==> src/design/gdt_pkg.sv <==
`default_nettype none

package gdt_pkg;

	localparam int unsigned DEF_MAX_VERTICES  = 16;
	localparam int unsigned DEF_MAX_NEIGHBORS = 16;

	localparam int unsigned KIND_W  = 2;
	localparam int unsigned VIDX_W  = 4;
	localparam int unsigned LABEL_W = 8;
	localparam int unsigned COUNT_W = 5;

	// vertex indices are four bits wide, so no more than this many vertices are reachable
	localparam int unsigned VIDX_LIMIT = 16;

	localparam logic [COUNT_W-1:0] VCOUNT_RESET = 5'd1;

	localparam logic [KIND_W-1:0] KIND_SET_LABEL = 2'd0;
	localparam logic [KIND_W-1:0] KIND_ADD_NBR   = 2'd1;
	localparam logic [KIND_W-1:0] KIND_RUN       = 2'd2;

	localparam logic ORDER_DFS = 1'b0;
	localparam logic ORDER_BFS = 1'b1;

	typedef enum logic [3:0] {
		ST_IDLE,
		ST_DFS_ROOT,
		ST_DFS_FETCH,
		ST_DFS_MATCH,
		ST_DFS_POP,
		ST_BFS_SEED,
		ST_BFS_DEQ,
		ST_BFS_DEQW,
		ST_BFS_FETCH,
		ST_BFS_MATCH,
		ST_FINISH
	} gdt_state_t;

	typedef struct packed {
		logic                set_label;
		logic                add_nbr;
		logic [VIDX_W-1:0]   vertex;
		logic [LABEL_W-1:0]  label;
	} gdt_load_t;

	typedef struct packed {
		logic emit;
		logic finish;
	} gdt_emit_t;

endpackage

`default_nettype wire

==> src/design/gdt_graph_store.sv <==
`default_nettype none

module gdt_graph_store #(
	parameter int unsigned MAX_VERTICES  = gdt_pkg::DEF_MAX_VERTICES,
	parameter int unsigned MAX_NEIGHBORS = gdt_pkg::DEF_MAX_NEIGHBORS,
	localparam int unsigned NUM_V = (MAX_VERTICES < gdt_pkg::VIDX_LIMIT) ?
		MAX_VERTICES : gdt_pkg::VIDX_LIMIT,
	localparam int unsigned VW  = $clog2(NUM_V),
	localparam int unsigned KW  = (MAX_NEIGHBORS > 1) ? $clog2(MAX_NEIGHBORS) : 1,
	localparam int unsigned KCW = $clog2(MAX_NEIGHBORS + 1)
) (
	input  wire logic                          clk,
	input  wire logic                          arst_n,
	input  wire gdt_pkg::gdt_load_t            load,
	input  wire logic                          nbr_rd_en,
	input  wire logic [VW-1:0]                 cur_vtx,
	input  wire logic [KW-1:0]                 nbr_rd_k,
	input  wire logic [VW-1:0]                 lbl_vtx,
	output logic [KCW-1:0]                     nbr_cnt,
	output logic [NUM_V-1:0]                   match_mask,
	output logic [gdt_pkg::LABEL_W-1:0]        lbl_data
);
	import gdt_pkg::*;

	localparam int unsigned DEPTH = NUM_V * MAX_NEIGHBORS;
	localparam int unsigned AW    = $clog2(DEPTH);

	logic [LABEL_W-1:0] vlabel_q [NUM_V];
	logic [KCW-1:0]     ncnt_q   [NUM_V];
	logic [LABEL_W-1:0] nbr_mem  [DEPTH];
	logic [LABEL_W-1:0] nbr_rd_q;

	logic          in_range;
	logic [VW-1:0] ld_v;
	logic          ld_full;
	logic          nbr_we;
	logic [AW-1:0] waddr;
	logic [AW-1:0] raddr;

	assign in_range = ({1'b0, load.vertex} < (VIDX_W + 1)'(NUM_V));
	assign ld_v     = load.vertex[VW-1:0];
	assign ld_full  = (ncnt_q[ld_v] == KCW'(MAX_NEIGHBORS));
	assign nbr_we   = load.add_nbr && in_range && !ld_full;
	assign waddr    = AW'(ld_v) * AW'(MAX_NEIGHBORS) + AW'(ncnt_q[ld_v]);
	assign raddr    = AW'(cur_vtx) * AW'(MAX_NEIGHBORS) + AW'(nbr_rd_k);

	always_ff @(posedge clk or negedge arst_n) begin
		if (!arst_n) begin
			for (int i = 0; i < NUM_V; i++) begin
				ncnt_q[i] <= '0;
			end
		end else if (load.set_label && in_range) begin
			ncnt_q[ld_v] <= '0;
		end else if (nbr_we) begin
			ncnt_q[ld_v] <= ncnt_q[ld_v] + KCW'(1);
		end
	end

	always_ff @(posedge clk) begin
		if (load.set_label && in_range) begin
			vlabel_q[ld_v] <= load.label;
		end
	end

	// neighbor list store: one write port for loads, one registered read port for the walk
	always_ff @(posedge clk) begin
		if (nbr_we) begin
			nbr_mem[waddr] <= load.label;
		end
		if (nbr_rd_en) begin
			nbr_rd_q <= nbr_mem[raddr];
		end
	end

	for (genvar j = 0; j < NUM_V; j++) begin : g_match
		assign match_mask[j] = (vlabel_q[j] == nbr_rd_q);
	end

	assign nbr_cnt  = ncnt_q[cur_vtx];
	assign lbl_data = vlabel_q[lbl_vtx];

endmodule

`default_nettype wire

==> src/design/gdt_walker.sv <==
`default_nettype none

module gdt_walker #(
	parameter int unsigned MAX_VERTICES  = gdt_pkg::DEF_MAX_VERTICES,
	parameter int unsigned MAX_NEIGHBORS = gdt_pkg::DEF_MAX_NEIGHBORS,
	localparam int unsigned NUM_V = (MAX_VERTICES < gdt_pkg::VIDX_LIMIT) ?
		MAX_VERTICES : gdt_pkg::VIDX_LIMIT,
	localparam int unsigned VW  = $clog2(NUM_V),
	localparam int unsigned KW  = (MAX_NEIGHBORS > 1) ? $clog2(MAX_NEIGHBORS) : 1,
	localparam int unsigned KCW = $clog2(MAX_NEIGHBORS + 1)
) (
	input  wire logic                          clk,
	input  wire logic                          arst_n,
	input  wire logic                          run_go,
	input  wire logic                          run_order,
	input  wire logic [gdt_pkg::COUNT_W-1:0]   run_count,
	input  wire logic [NUM_V-1:0]              match_mask,
	input  wire logic [KCW-1:0]                nbr_cnt,
	output logic                               busy,
	output logic                               nbr_rd_en,
	output logic [VW-1:0]                      cur_vtx,
	output logic [KW-1:0]                      nbr_rd_k,
	output gdt_pkg::gdt_emit_t                 emit,
	output logic [VW-1:0]                      emit_vtx
);
	import gdt_pkg::*;

	localparam int unsigned NCW = $clog2(NUM_V + 1);

	gdt_state_t state_q, state_d;

	logic [NUM_V-1:0] visited_q;
	logic [NUM_V-1:0] inuse;
	logic [NUM_V-1:0] seed_mask;
	logic [NUM_V-1:0] cand_mask;
	logic [VW-1:0]    seed_lo;
	logic [VW-1:0]    cand_lo;

	logic [NCW-1:0] n_q;
	logic [NCW-1:0] cnt_eff;
	logic [NCW-1:0] sp_q;
	logic [NCW-1:0] sp_m1;
	logic [NCW-1:0] head_q;
	logic [NCW-1:0] tail_q;
	logic [VW-1:0]  cur_v_q;
	logic [KCW-1:0] cur_k_q;
	logic           k_done;

	// pending store: DFS frames {vertex, neighbor slot} or BFS queue entries
	logic [VW+KW-1:0] pend_mem [NUM_V];
	logic [VW+KW-1:0] pend_rd_q;
	logic [VW+KW-1:0] pend_wdata;
	logic [VW-1:0]    pend_waddr;
	logic [VW-1:0]    pend_raddr;
	logic             pend_we;
	logic             pend_rd_en;

	for (genvar j = 0; j < NUM_V; j++) begin : g_inuse
		assign inuse[j] = (NCW'(j) < n_q);
	end

	assign seed_mask = ~visited_q & inuse;
	assign cand_mask = seed_mask & match_mask;
	assign cnt_eff   = (run_count > COUNT_W'(NUM_V)) ? NCW'(NUM_V) : NCW'(run_count);
	assign k_done    = (cur_k_q >= nbr_cnt);
	assign sp_m1     = sp_q - NCW'(1);

	always_comb begin
		seed_lo = '0;
		cand_lo = '0;
		for (int i = NUM_V - 1; i >= 0; i--) begin
			if (seed_mask[i]) begin
				seed_lo = VW'(i);
			end
			if (cand_mask[i]) begin
				cand_lo = VW'(i);
			end
		end
	end

	always_comb begin
		state_d = state_q;
		unique case (state_q)
			ST_IDLE: begin
				if (run_go) begin
					if (cnt_eff == '0) begin
						state_d = ST_FINISH;
					end else if (run_order == ORDER_DFS) begin
						state_d = ST_DFS_ROOT;
					end else begin
						state_d = ST_BFS_SEED;
					end
				end
			end
			ST_DFS_ROOT:  state_d = ST_DFS_FETCH;
			ST_DFS_FETCH: begin
				if (!k_done) begin
					state_d = ST_DFS_MATCH;
				end else if (sp_q == '0) begin
					state_d = ST_FINISH;
				end else begin
					state_d = ST_DFS_POP;
				end
			end
			ST_DFS_MATCH: state_d = ST_DFS_FETCH;
			ST_DFS_POP:   state_d = ST_DFS_FETCH;
			ST_BFS_SEED:  state_d = (seed_mask == '0) ? ST_FINISH : ST_BFS_DEQ;
			ST_BFS_DEQ:   state_d = (head_q == tail_q) ? ST_BFS_SEED : ST_BFS_DEQW;
			ST_BFS_DEQW:  state_d = ST_BFS_FETCH;
			ST_BFS_FETCH: state_d = k_done ? ST_BFS_DEQ : ST_BFS_MATCH;
			ST_BFS_MATCH: state_d = (cand_mask == '0) ? ST_BFS_FETCH : ST_BFS_MATCH;
			ST_FINISH:    state_d = ST_IDLE;
			default:      state_d = ST_IDLE;
		endcase
	end

	always_comb begin
		nbr_rd_en  = 1'b0;
		pend_rd_en = 1'b0;
		pend_raddr = head_q[VW-1:0];
		pend_we    = 1'b0;
		pend_waddr = tail_q[VW-1:0];
		pend_wdata = {cand_lo, {KW{1'b0}}};
		emit       = '0;
		emit_vtx   = cand_lo;
		unique case (state_q)
			ST_DFS_ROOT: begin
				emit.emit = 1'b1;
				emit_vtx  = '0;
			end
			ST_DFS_FETCH: begin
				if (!k_done) begin
					nbr_rd_en = 1'b1;
				end else if (sp_q != '0) begin
					pend_rd_en = 1'b1;
					pend_raddr = sp_m1[VW-1:0];
				end
			end
			ST_DFS_MATCH: begin
				// descend into the lowest unvisited match, park the current frame
				if (cand_mask != '0) begin
					emit.emit  = 1'b1;
					pend_we    = 1'b1;
					pend_waddr = sp_q[VW-1:0];
					pend_wdata = {cur_v_q, cur_k_q[KW-1:0]};
				end
			end
			ST_BFS_SEED: begin
				if (seed_mask != '0) begin
					emit.emit  = 1'b1;
					emit_vtx   = seed_lo;
					pend_we    = 1'b1;
					pend_wdata = {seed_lo, {KW{1'b0}}};
				end
			end
			ST_BFS_DEQ: begin
				pend_rd_en = (head_q != tail_q);
			end
			ST_BFS_FETCH: begin
				nbr_rd_en = !k_done;
			end
			ST_BFS_MATCH: begin
				if (cand_mask != '0) begin
					emit.emit = 1'b1;
					pend_we   = 1'b1;
				end
			end
			ST_FINISH: begin
				emit.finish = 1'b1;
			end
			default: begin
			end
		endcase
	end

	always_ff @(posedge clk or negedge arst_n) begin
		if (!arst_n) begin
			state_q   <= ST_IDLE;
			visited_q <= '0;
			n_q       <= '0;
			sp_q      <= '0;
			head_q    <= '0;
			tail_q    <= '0;
			cur_v_q   <= '0;
			cur_k_q   <= '0;
		end else begin
			state_q <= state_d;
			if (emit.emit) begin
				visited_q[emit_vtx] <= 1'b1;
			end
			unique case (state_q)
				ST_IDLE: begin
					if (run_go) begin
						visited_q <= '0;
						n_q       <= cnt_eff;
						sp_q      <= '0;
						head_q    <= '0;
						tail_q    <= '0;
					end
				end
				ST_DFS_ROOT: begin
					cur_v_q <= '0;
					cur_k_q <= '0;
				end
				ST_DFS_MATCH: begin
					if (cand_mask != '0) begin
						sp_q    <= sp_q + NCW'(1);
						cur_v_q <= cand_lo;
						cur_k_q <= '0;
					end else begin
						cur_k_q <= cur_k_q + KCW'(1);
					end
				end
				ST_DFS_POP: begin
					// resume the parent at the same slot: more labels there may still match
					cur_v_q <= pend_rd_q[VW+KW-1:KW];
					cur_k_q <= KCW'(pend_rd_q[KW-1:0]);
					sp_q    <= sp_m1;
				end
				ST_BFS_SEED: begin
					if (seed_mask != '0) begin
						tail_q <= tail_q + NCW'(1);
					end
				end
				ST_BFS_DEQ: begin
					if (head_q != tail_q) begin
						head_q <= head_q + NCW'(1);
					end
				end
				ST_BFS_DEQW: begin
					cur_v_q <= pend_rd_q[VW+KW-1:KW];
					cur_k_q <= '0;
				end
				ST_BFS_MATCH: begin
					if (cand_mask != '0) begin
						tail_q <= tail_q + NCW'(1);
					end else begin
						cur_k_q <= cur_k_q + KCW'(1);
					end
				end
				default: begin
				end
			endcase
		end
	end

	always_ff @(posedge clk) begin
		if (pend_we) begin
			pend_mem[pend_waddr] <= pend_wdata;
		end
		if (pend_rd_en) begin
			pend_rd_q <= pend_mem[pend_raddr];
		end
	end

	assign busy     = (state_q != ST_IDLE);
	assign cur_vtx  = cur_v_q;
	assign nbr_rd_k = cur_k_q[KW-1:0];

endmodule

`default_nettype wire

==> src/design/gdt_result_out.sv <==
`default_nettype none

module gdt_result_out #(
	parameter int unsigned MAX_VERTICES = gdt_pkg::DEF_MAX_VERTICES,
	localparam int unsigned NUM_V = (MAX_VERTICES < gdt_pkg::VIDX_LIMIT) ?
		MAX_VERTICES : gdt_pkg::VIDX_LIMIT,
	localparam int unsigned VW = $clog2(NUM_V)
) (
	input  wire logic                          clk,
	input  wire logic                          arst_n,
	input  wire gdt_pkg::gdt_emit_t            emit,
	input  wire logic [VW-1:0]                 emit_vtx,
	input  wire logic [gdt_pkg::LABEL_W-1:0]   emit_label,
	output logic                               strobe,
	output logic [gdt_pkg::LABEL_W-1:0]        visited_label,
	output logic [gdt_pkg::VIDX_W-1:0]         visited_index,
	output logic                               last
);
	import gdt_pkg::*;

	logic               pend_vld_q;
	logic [LABEL_W-1:0] pend_lbl_q;
	logic [VIDX_W-1:0]  pend_idx_q;
	logic               out_stb_q;
	logic               out_last_q;
	logic [LABEL_W-1:0] out_lbl_q;
	logic [VIDX_W-1:0]  out_idx_q;

	// hold each visit back by one so the final one can carry last
	always_ff @(posedge clk or negedge arst_n) begin
		if (!arst_n) begin
			pend_vld_q <= 1'b0;
			out_stb_q  <= 1'b0;
			out_last_q <= 1'b0;
		end else begin
			out_stb_q  <= pend_vld_q && (emit.emit || emit.finish);
			out_last_q <= emit.finish;
			if (emit.emit) begin
				pend_vld_q <= 1'b1;
			end else if (emit.finish) begin
				pend_vld_q <= 1'b0;
			end
		end
	end

	always_ff @(posedge clk) begin
		if (emit.emit) begin
			pend_lbl_q <= emit_label;
			pend_idx_q <= VIDX_W'(emit_vtx);
		end
		if (pend_vld_q && (emit.emit || emit.finish)) begin
			out_lbl_q <= pend_lbl_q;
			out_idx_q <= pend_idx_q;
		end
	end

	assign strobe        = out_stb_q;
	assign last          = out_last_q;
	assign visited_label = out_lbl_q;
	assign visited_index = out_idx_q;

endmodule

`default_nettype wire

==> src/design/graph_dfs_bfs_traversal.sv <==
// Graph traversal engine. Load items (kind 0 sets a vertex label and clears its neighbor
// list, kind 1 appends a neighbor label) are taken one per cycle while busy is low. A run
// item (kind 2) raises busy and emits every visited vertex as one beat on strobe with
// visited_label, visited_index and last on the final beat; the receiver cannot stall, so
// each beat is there for exactly one cycle. A depth first run visits the root, then
// fetches and matches each neighbor-list slot examined (a slot is examined again on each
// return to it), pops back to a parent vertex when a list is done, and winds down; a
// breadth first run fetches and matches each slot, with an extra match step per vertex
// found there, dequeues each queued vertex, starts afresh from each unvisited seed vertex
// and winds down. The pace is set by the single read port of the neighbor-list memory,
// read once per slot visit. Each beat trails the walk by one visit; the last beat comes
// out in the cycle after the walk ends, the same cycle in which busy falls. A run with
// vertex_count 0 gives no beat. The user must write vertex_count through cfg_we/cfg_data
// only while busy is low; the block itself does not enforce it.
`default_nettype none

module graph_dfs_bfs_traversal #(
	parameter int unsigned MAX_VERTICES  = gdt_pkg::DEF_MAX_VERTICES,
	parameter int unsigned MAX_NEIGHBORS = gdt_pkg::DEF_MAX_NEIGHBORS,
	localparam int unsigned NUM_V = (MAX_VERTICES < gdt_pkg::VIDX_LIMIT) ?
		MAX_VERTICES : gdt_pkg::VIDX_LIMIT,
	localparam int unsigned VW  = $clog2(NUM_V),
	localparam int unsigned KW  = (MAX_NEIGHBORS > 1) ? $clog2(MAX_NEIGHBORS) : 1,
	localparam int unsigned KCW = $clog2(MAX_NEIGHBORS + 1)
) (
	input  wire logic                          clk,
	input  wire logic                          arst_n,
	input  wire logic                          start,
	output logic                               busy,
	input  wire logic [gdt_pkg::KIND_W-1:0]    kind,
	input  wire logic [gdt_pkg::VIDX_W-1:0]    vertex,
	input  wire logic [gdt_pkg::LABEL_W-1:0]   label,
	input  wire logic                          order,
	input  wire logic                          cfg_we,
	input  wire logic [gdt_pkg::COUNT_W-1:0]   cfg_data,
	output logic                               strobe,
	output logic [gdt_pkg::LABEL_W-1:0]        visited_label,
	output logic [gdt_pkg::VIDX_W-1:0]         visited_index,
	output logic                               last
);
	import gdt_pkg::*;

	logic [COUNT_W-1:0] vertex_count_q;
	logic               accept;
	logic               run_go;
	gdt_load_t          load;
	gdt_emit_t          emit;

	logic               nbr_rd_en;
	logic [VW-1:0]      cur_vtx;
	logic [KW-1:0]      nbr_rd_k;
	logic [KCW-1:0]     nbr_cnt;
	logic [NUM_V-1:0]   match_mask;
	logic [VW-1:0]      emit_vtx;
	logic [LABEL_W-1:0] emit_label;

	always_ff @(posedge clk or negedge arst_n) begin
		if (!arst_n) begin
			vertex_count_q <= VCOUNT_RESET;
		end else if (cfg_we) begin
			vertex_count_q <= cfg_data;
		end
	end

	assign accept         = start && !busy;
	assign run_go         = accept && (kind == KIND_RUN);
	assign load.set_label = accept && (kind == KIND_SET_LABEL);
	assign load.add_nbr   = accept && (kind == KIND_ADD_NBR);
	assign load.vertex    = vertex;
	assign load.label     = label;

	gdt_graph_store #(
		.MAX_VERTICES  (MAX_VERTICES),
		.MAX_NEIGHBORS (MAX_NEIGHBORS)
	) u_store (
		.clk        (clk),
		.arst_n     (arst_n),
		.load       (load),
		.nbr_rd_en  (nbr_rd_en),
		.cur_vtx    (cur_vtx),
		.nbr_rd_k   (nbr_rd_k),
		.lbl_vtx    (emit_vtx),
		.nbr_cnt    (nbr_cnt),
		.match_mask (match_mask),
		.lbl_data   (emit_label)
	);

	gdt_walker #(
		.MAX_VERTICES  (MAX_VERTICES),
		.MAX_NEIGHBORS (MAX_NEIGHBORS)
	) u_walker (
		.clk        (clk),
		.arst_n     (arst_n),
		.run_go     (run_go),
		.run_order  (order),
		.run_count  (vertex_count_q),
		.match_mask (match_mask),
		.nbr_cnt    (nbr_cnt),
		.busy       (busy),
		.nbr_rd_en  (nbr_rd_en),
		.cur_vtx    (cur_vtx),
		.nbr_rd_k   (nbr_rd_k),
		.emit       (emit),
		.emit_vtx   (emit_vtx)
	);

	gdt_result_out #(
		.MAX_VERTICES (MAX_VERTICES)
	) u_out (
		.clk           (clk),
		.arst_n        (arst_n),
		.emit          (emit),
		.emit_vtx      (emit_vtx),
		.emit_label    (emit_label),
		.strobe        (strobe),
		.visited_label (visited_label),
		.visited_index (visited_index),
		.last          (last)
	);

	a_beat_after_run: assert property (@(posedge clk) disable iff (!arst_n)
		strobe |-> $past(busy))
		else $error("result beat without a run in progress");

	a_more_follow: assert property (@(posedge clk) disable iff (!arst_n)
		(strobe && !last) |-> busy)
		else $error("non-final beat after the run ended");

	a_nothing_after_last: assert property (@(posedge clk) disable iff (!arst_n)
		(strobe && last) |=> !strobe)
		else $error("beat follows the final beat");

	a_run_goes_busy: assert property (@(posedge clk) disable iff (!arst_n)
		(start && !busy && (kind == KIND_RUN)) |=> busy)
		else $error("run item accepted but engine stayed idle");

endmodule

`default_nettype wire
==> config.mk <==
export PLATFORM = sky130hd
export DESIGN_NAME = graph_dfs_bfs_traversal
export DESIGN_NICKNAME = d
export VERILOG_FILES = /design/src/design/gdt_pkg.sv /design/src/design/gdt_graph_store.sv /design/src/design/gdt_walker.sv /design/src/design/gdt_result_out.sv /design/src/design/graph_dfs_bfs_traversal.sv
export SDC_FILE = /design/constraint.sdc
export NUM_CORES = 2
export LEC_CHECK = 0
export BUFFER_PORTS_ARGS = -buffer_cell sky130_fd_sc_hd__buf_2
export CELL_PAD_IN_SITES_DETAIL_PLACEMENT = 1
export CELL_PAD_IN_SITES_GLOBAL_PLACEMENT = 2
export CORE_ASPECT_RATIO = 0.8
export CORE_MARGIN = 1.5
export CORE_UTILIZATION = 50
export DETAILED_ROUTE_END_ITERATION = 10
export PLACE_DENSITY_LB_ADDON = 0.1
export SKIP_CTS_REPAIR_TIMING = 1
export SYNTH_ARGS = -nofsm -noshare
export SYNTH_HDL_FRONTEND = slang
export SYNTH_HIERARCHICAL = 1
export SYNTH_SLANG_ARGS = --single-unit
==> constraint.sdc <==
create_clock -name clk -period 7.5 [get_ports clk]
set_input_delay 1.5 -clock clk [delete_from_list [all_inputs] [get_ports clk]]
set_output_delay 1.5 -clock clk [all_outputs]
set_load 0.02 [all_outputs]
==> summary.txt <==
Layout
  – Proportion of layout cells with a drive suffix above 1: 20.4%
  – Post-layout nets: 5,565
  – Final Non-Filler Cells: 8,416
  – Layout area overhead: 11.1%
  – Final instance area: 113,000 sq um

Global routing
  – Number of global-route vias before repair: 54,700
  – Initial antenna violation count: 19
  – Largest net degree at the start of global routing: 142
  – Final global-route overflow total: 0
  – GR Util All Layers: 28.5%
  – Global-route wire length before repair: 417,000 microns

Placement
  – Post-DP Area: 105,000 sq um
  – Placed cells: 7,972
  – Detail Placement HPWL: 181,000 microns
  – Number of port buffers: 38
  – Final Wtd Congestion: 0.863

Synthesis
  – Synth top area share: 69.2%
  – Cell taking the most area after synthesis: edfxtp_1
  – Post-Synthesis Mean Instance Area: 18.6 sq um
  – Warnings, synthesis: 6
  – Post-synth EDFFs: 2,344
  – Post-synth net total: 5,496
  – Area contributors post-synth: edfxtp_1 (69%), mux4_2 (11%), dfrtp_1 (3.3%)
  – Post-synthesis register bit count: 2,481
  – Post-synthesis sequential area ratio: 72.6%
  – Post-synth ARST share: 5.52%
  – Main synth FF type: edfxtp_1
  – Synth unique cells: 109
  – Netlist Area Pre-Place: 102,000 sq um
  – Post-Syn Instances: 5,456

Routing
  – Total Wirelength: 292,000 microns
  – Avg WL per Cell: 34.7 microns
  – Drt initial violations: 6,133
  – Vias/cell: 6.44
  – Post-route antenna net violation count: 0
  – Drc violations: 0
  – Pre-antenna DRT Iters: 5
  – Vias: 54,200

Clock network
  – H-tree levels: 4
  – Num Clock Sinks: 2,481
  – Clock slew at reported path FFs: 0.06 ns
  – Clock Tree Buf Depth: 3
  – CTS tree: done
  – CTS Root Cell: clkbuf_16
  – TritonCTS Buffers: 233
  – Worst-Skew Late Latency: 0.88 ns

Setup path
  – Worst EP arrival: 6.82 ns
  – Setup crit end kind: flop
  – Critical path startpoint category: flop
  – Crit Path Max Fanout: 48
  – R2r setup slk: 1.27 ns
  – Worst EP required: 8.09 ns
  – R2R depth: 15
  – Critical path class: flop to flop
  – Critical R2R Capture: u_walker/pend_rd_q[6]$_DFFE_PP_
  – Reg-to-reg startpoint: u_walker/cur_vtx[0]$_DFFE_PN0P_

Floorplanning
  – Ports: 39
  – Die Y: 406 microns
  – Die area: 206,000 sq um
  – Die X: 507 microns
  – Row count: 147
  – Initial Util: 50.5%
  – Core area: 201,000 sq um

STA
  – Max Fclk: 161 MHz
  – Slew headroom: 10.6%
  – Fin. max-slew vios: 0
  – Setup TNS: 0 ns
  – Final setup viols: 0
  – Hold Violations, Final: 0
  – Tcrit/Tclk final: 83.0%
  – Tmin final: 6.23 ns
  – Skew final: 0.0422 ns
  – RSZ-0062 raised after global routing: false
  – Slew @ Worst Pin: 1.33 ns

Flow run
  – Max-Cap Viols: 0

Power and ir drop
  – P_leak: 36.1 nW
  – Power Density: 344 nW/um^2
  – Overall Power: 0.0388 W
  – Peak VDD IR: 0.000253 V

Worst hold path
  – Hold path start: u_out/pend_idx_q[1]$_DFFE_PP_
  – Min-Delay Path Class: flop to flop
  – Worst Hold End: u_out/visited_index[1]$_DFFE_PP_
  – Hold Path Depth: 0

Status
  – Status: completed
## state kept, by name, summed over array words and instances (netlist names), 4 cells and up
register             flops
u_store/ncnt_q          80
u_walker/pend_mem      128
u_walker/head_q          5
vertex_count_q           5
u_walker/sp_q            5
u_out/visited_label      8
u_walker/visited_q      16
u_out/pend_lbl_q         8
u_out/pend_idx_q         4
u_walker/tail_q          5
u_walker/n_q             5
u_store/nbr_mem       2048
u_store/nbr_rd_q         8
u_out/visited_index      4
u_walker/pend_rd_q       8
u_walker/cur_k_q         5
u_walker/state_q         4
u_walker/cur_vtx         4
u_store/vlabel_q       128
## logic make-up (layout without fill, tap and decap cells)
| family | Yosys count | count (layout) | share of synthesized area [%] |
|---|---|---|---|
| flip-flops | 2481 | 2481 | 72.6 |
| AND/OR/NAND/NOR | 917 | 917 | 4.39 |
| multiplexers | 852 | 852 | 14.9 |
| AO/OA/AOI/OAI | 650 | 650 | 4.80 |
| buffers and inverters | 399 | 676 | 1.88 |
| XOR/XNOR | 141 | 141 | 1.21 |
| adder cells (fa/ha/maj) | 16 | 16 | 0.197 |
| other | 0 | 1 | 0 |
## cell type report
| type | count | area [sq um] |
|---|---|---|
| Fill cell | 17500 | 88500 |
| Sequential cell | 2481 | 73800 |
| Multi-Input combinational cell | 2576 | 26000 |
| Clock buffer | 277 | 6050 |
| Tap cell | 2682 | 3360 |
| Clock inverter | 166 | 1880 |
| Timing Repair Buffer | 183 | 1550 |
| Inverter | 50 | 190 |
| Antenna cell | 1 | 2.50 |
## per-stage QoR
stage	setup WS [ns]	util [%]	hold WS (ns)
floorplan	2.85	-	0.400
global placement	0.868	52.1	0.402
detailed placement	0.737	52.1	0.406
CTS	1.29	56.1	0.420
global route	1.10	56.1	0.420
finish	1.27	56.1	0.420
## placed cells by master (no fill, tap or decap), types with 29 or more instances in the layout
| master | n |
|---|---|
| nand4_1 | 42 |
| and3_1 | 55 |
| nand2_1 | 201 |
| buf_2 | 29 |
| o21ai_0 | 58 |
| bufinv_16 | 34 |
| clkinv_1 | 48 |
| inv_1 | 47 |
| a211oi_1 | 41 |
| nor2_1 | 356 |
| dfrtp_1 | 130 |
| xnor2_1 | 133 |
| mux4_2 | 515 |
| a22oi_1 | 149 |
| clkbuf_1 | 40 |
| mux2i_1 | 312 |
| edfxtp_1 | 2344 |
| a21oi_1 | 95 |
| clkinv_2 | 54 |
| nand3_1 | 60 |
| clkbuf_16 | 234 |
| buf_4 | 130 |
| nor3_1 | 29 |
## worst max-delay path, stage by stage, from the launching register on
cell     delay [ns]
dfrtp_4        0.95
mux4_2         0.67
mux4_2         0.48
inv_1          0.10
ha_1           0.24
a21oi_1        0.13
o21ai_0        0.36
a31oi_1        0.75
buf_4          0.31
or3_1          0.14
buf_4          0.43
nand2_1        0.11
buf_4          0.33
o32ai_1        0.39
mux2i_1        0.19
o211a_1        0.24
## worst max path at each step
stage	from	endpoint	slack, ns	cells after the start
global route	u_walker/cur_vtx[0]$_DFFE_PN0P_	u_walker/pend_rd_q[6]$_DFFE_PP_	1.10	15
global placement	vertex[0]	u_store/nbr_mem[62][0]$_DFFE_PP_	0.87	12
floorplan	u_store/nbr_rd_q[2]$_DFFE_PP_	u_out/pend_lbl_q[0]$_DFFE_PP_	2.85	16
finish	u_walker/cur_vtx[0]$_DFFE_PN0P_	u_walker/pend_rd_q[6]$_DFFE_PP_	1.27	15
detailed placement	vertex[0]	u_store/nbr_mem[51][0]$_DFFE_PP_	0.74	10
CTS	u_walker/cur_vtx[0]$_DFFE_PN0P_	u_walker/pend_rd_q[6]$_DFFE_PP_	1.29	15
## power by group
| group | switching (W) | internal, W |
|---|---|---|
| Clock | 0.00529 | 0.00695 |
| Sequential | 0.000643 | 0.0155 |
| Combinational | 0.00627 | 0.00418 |
## Yosys cell counts, types with 59 or more instances
master       n
edfxtp_1  2344
mux4_2     515
nor2_1     360
mux2i_1    312
nand2_1    205
clkbuf_1   156
a22oi_1    149
dfrtp_1    136
xnor2_1    133
buf_2      108
a21oi_1     95
nand3_1     61
o21ai_0     59
## metal layers
metal / vias to the layer above / share of wire (%) / global-route usage (%)
li1: 22300 / - / -
met1: 29000 / 44 / 43.7
met2: 2462 / 45 / 42.3
met3: 354 / 8.6 / 5.84
met4: 2 / 2.2 / 6.37
met5: - / 0.0045 / 0
Note: power is estimated with default switching activity, not from simulation.
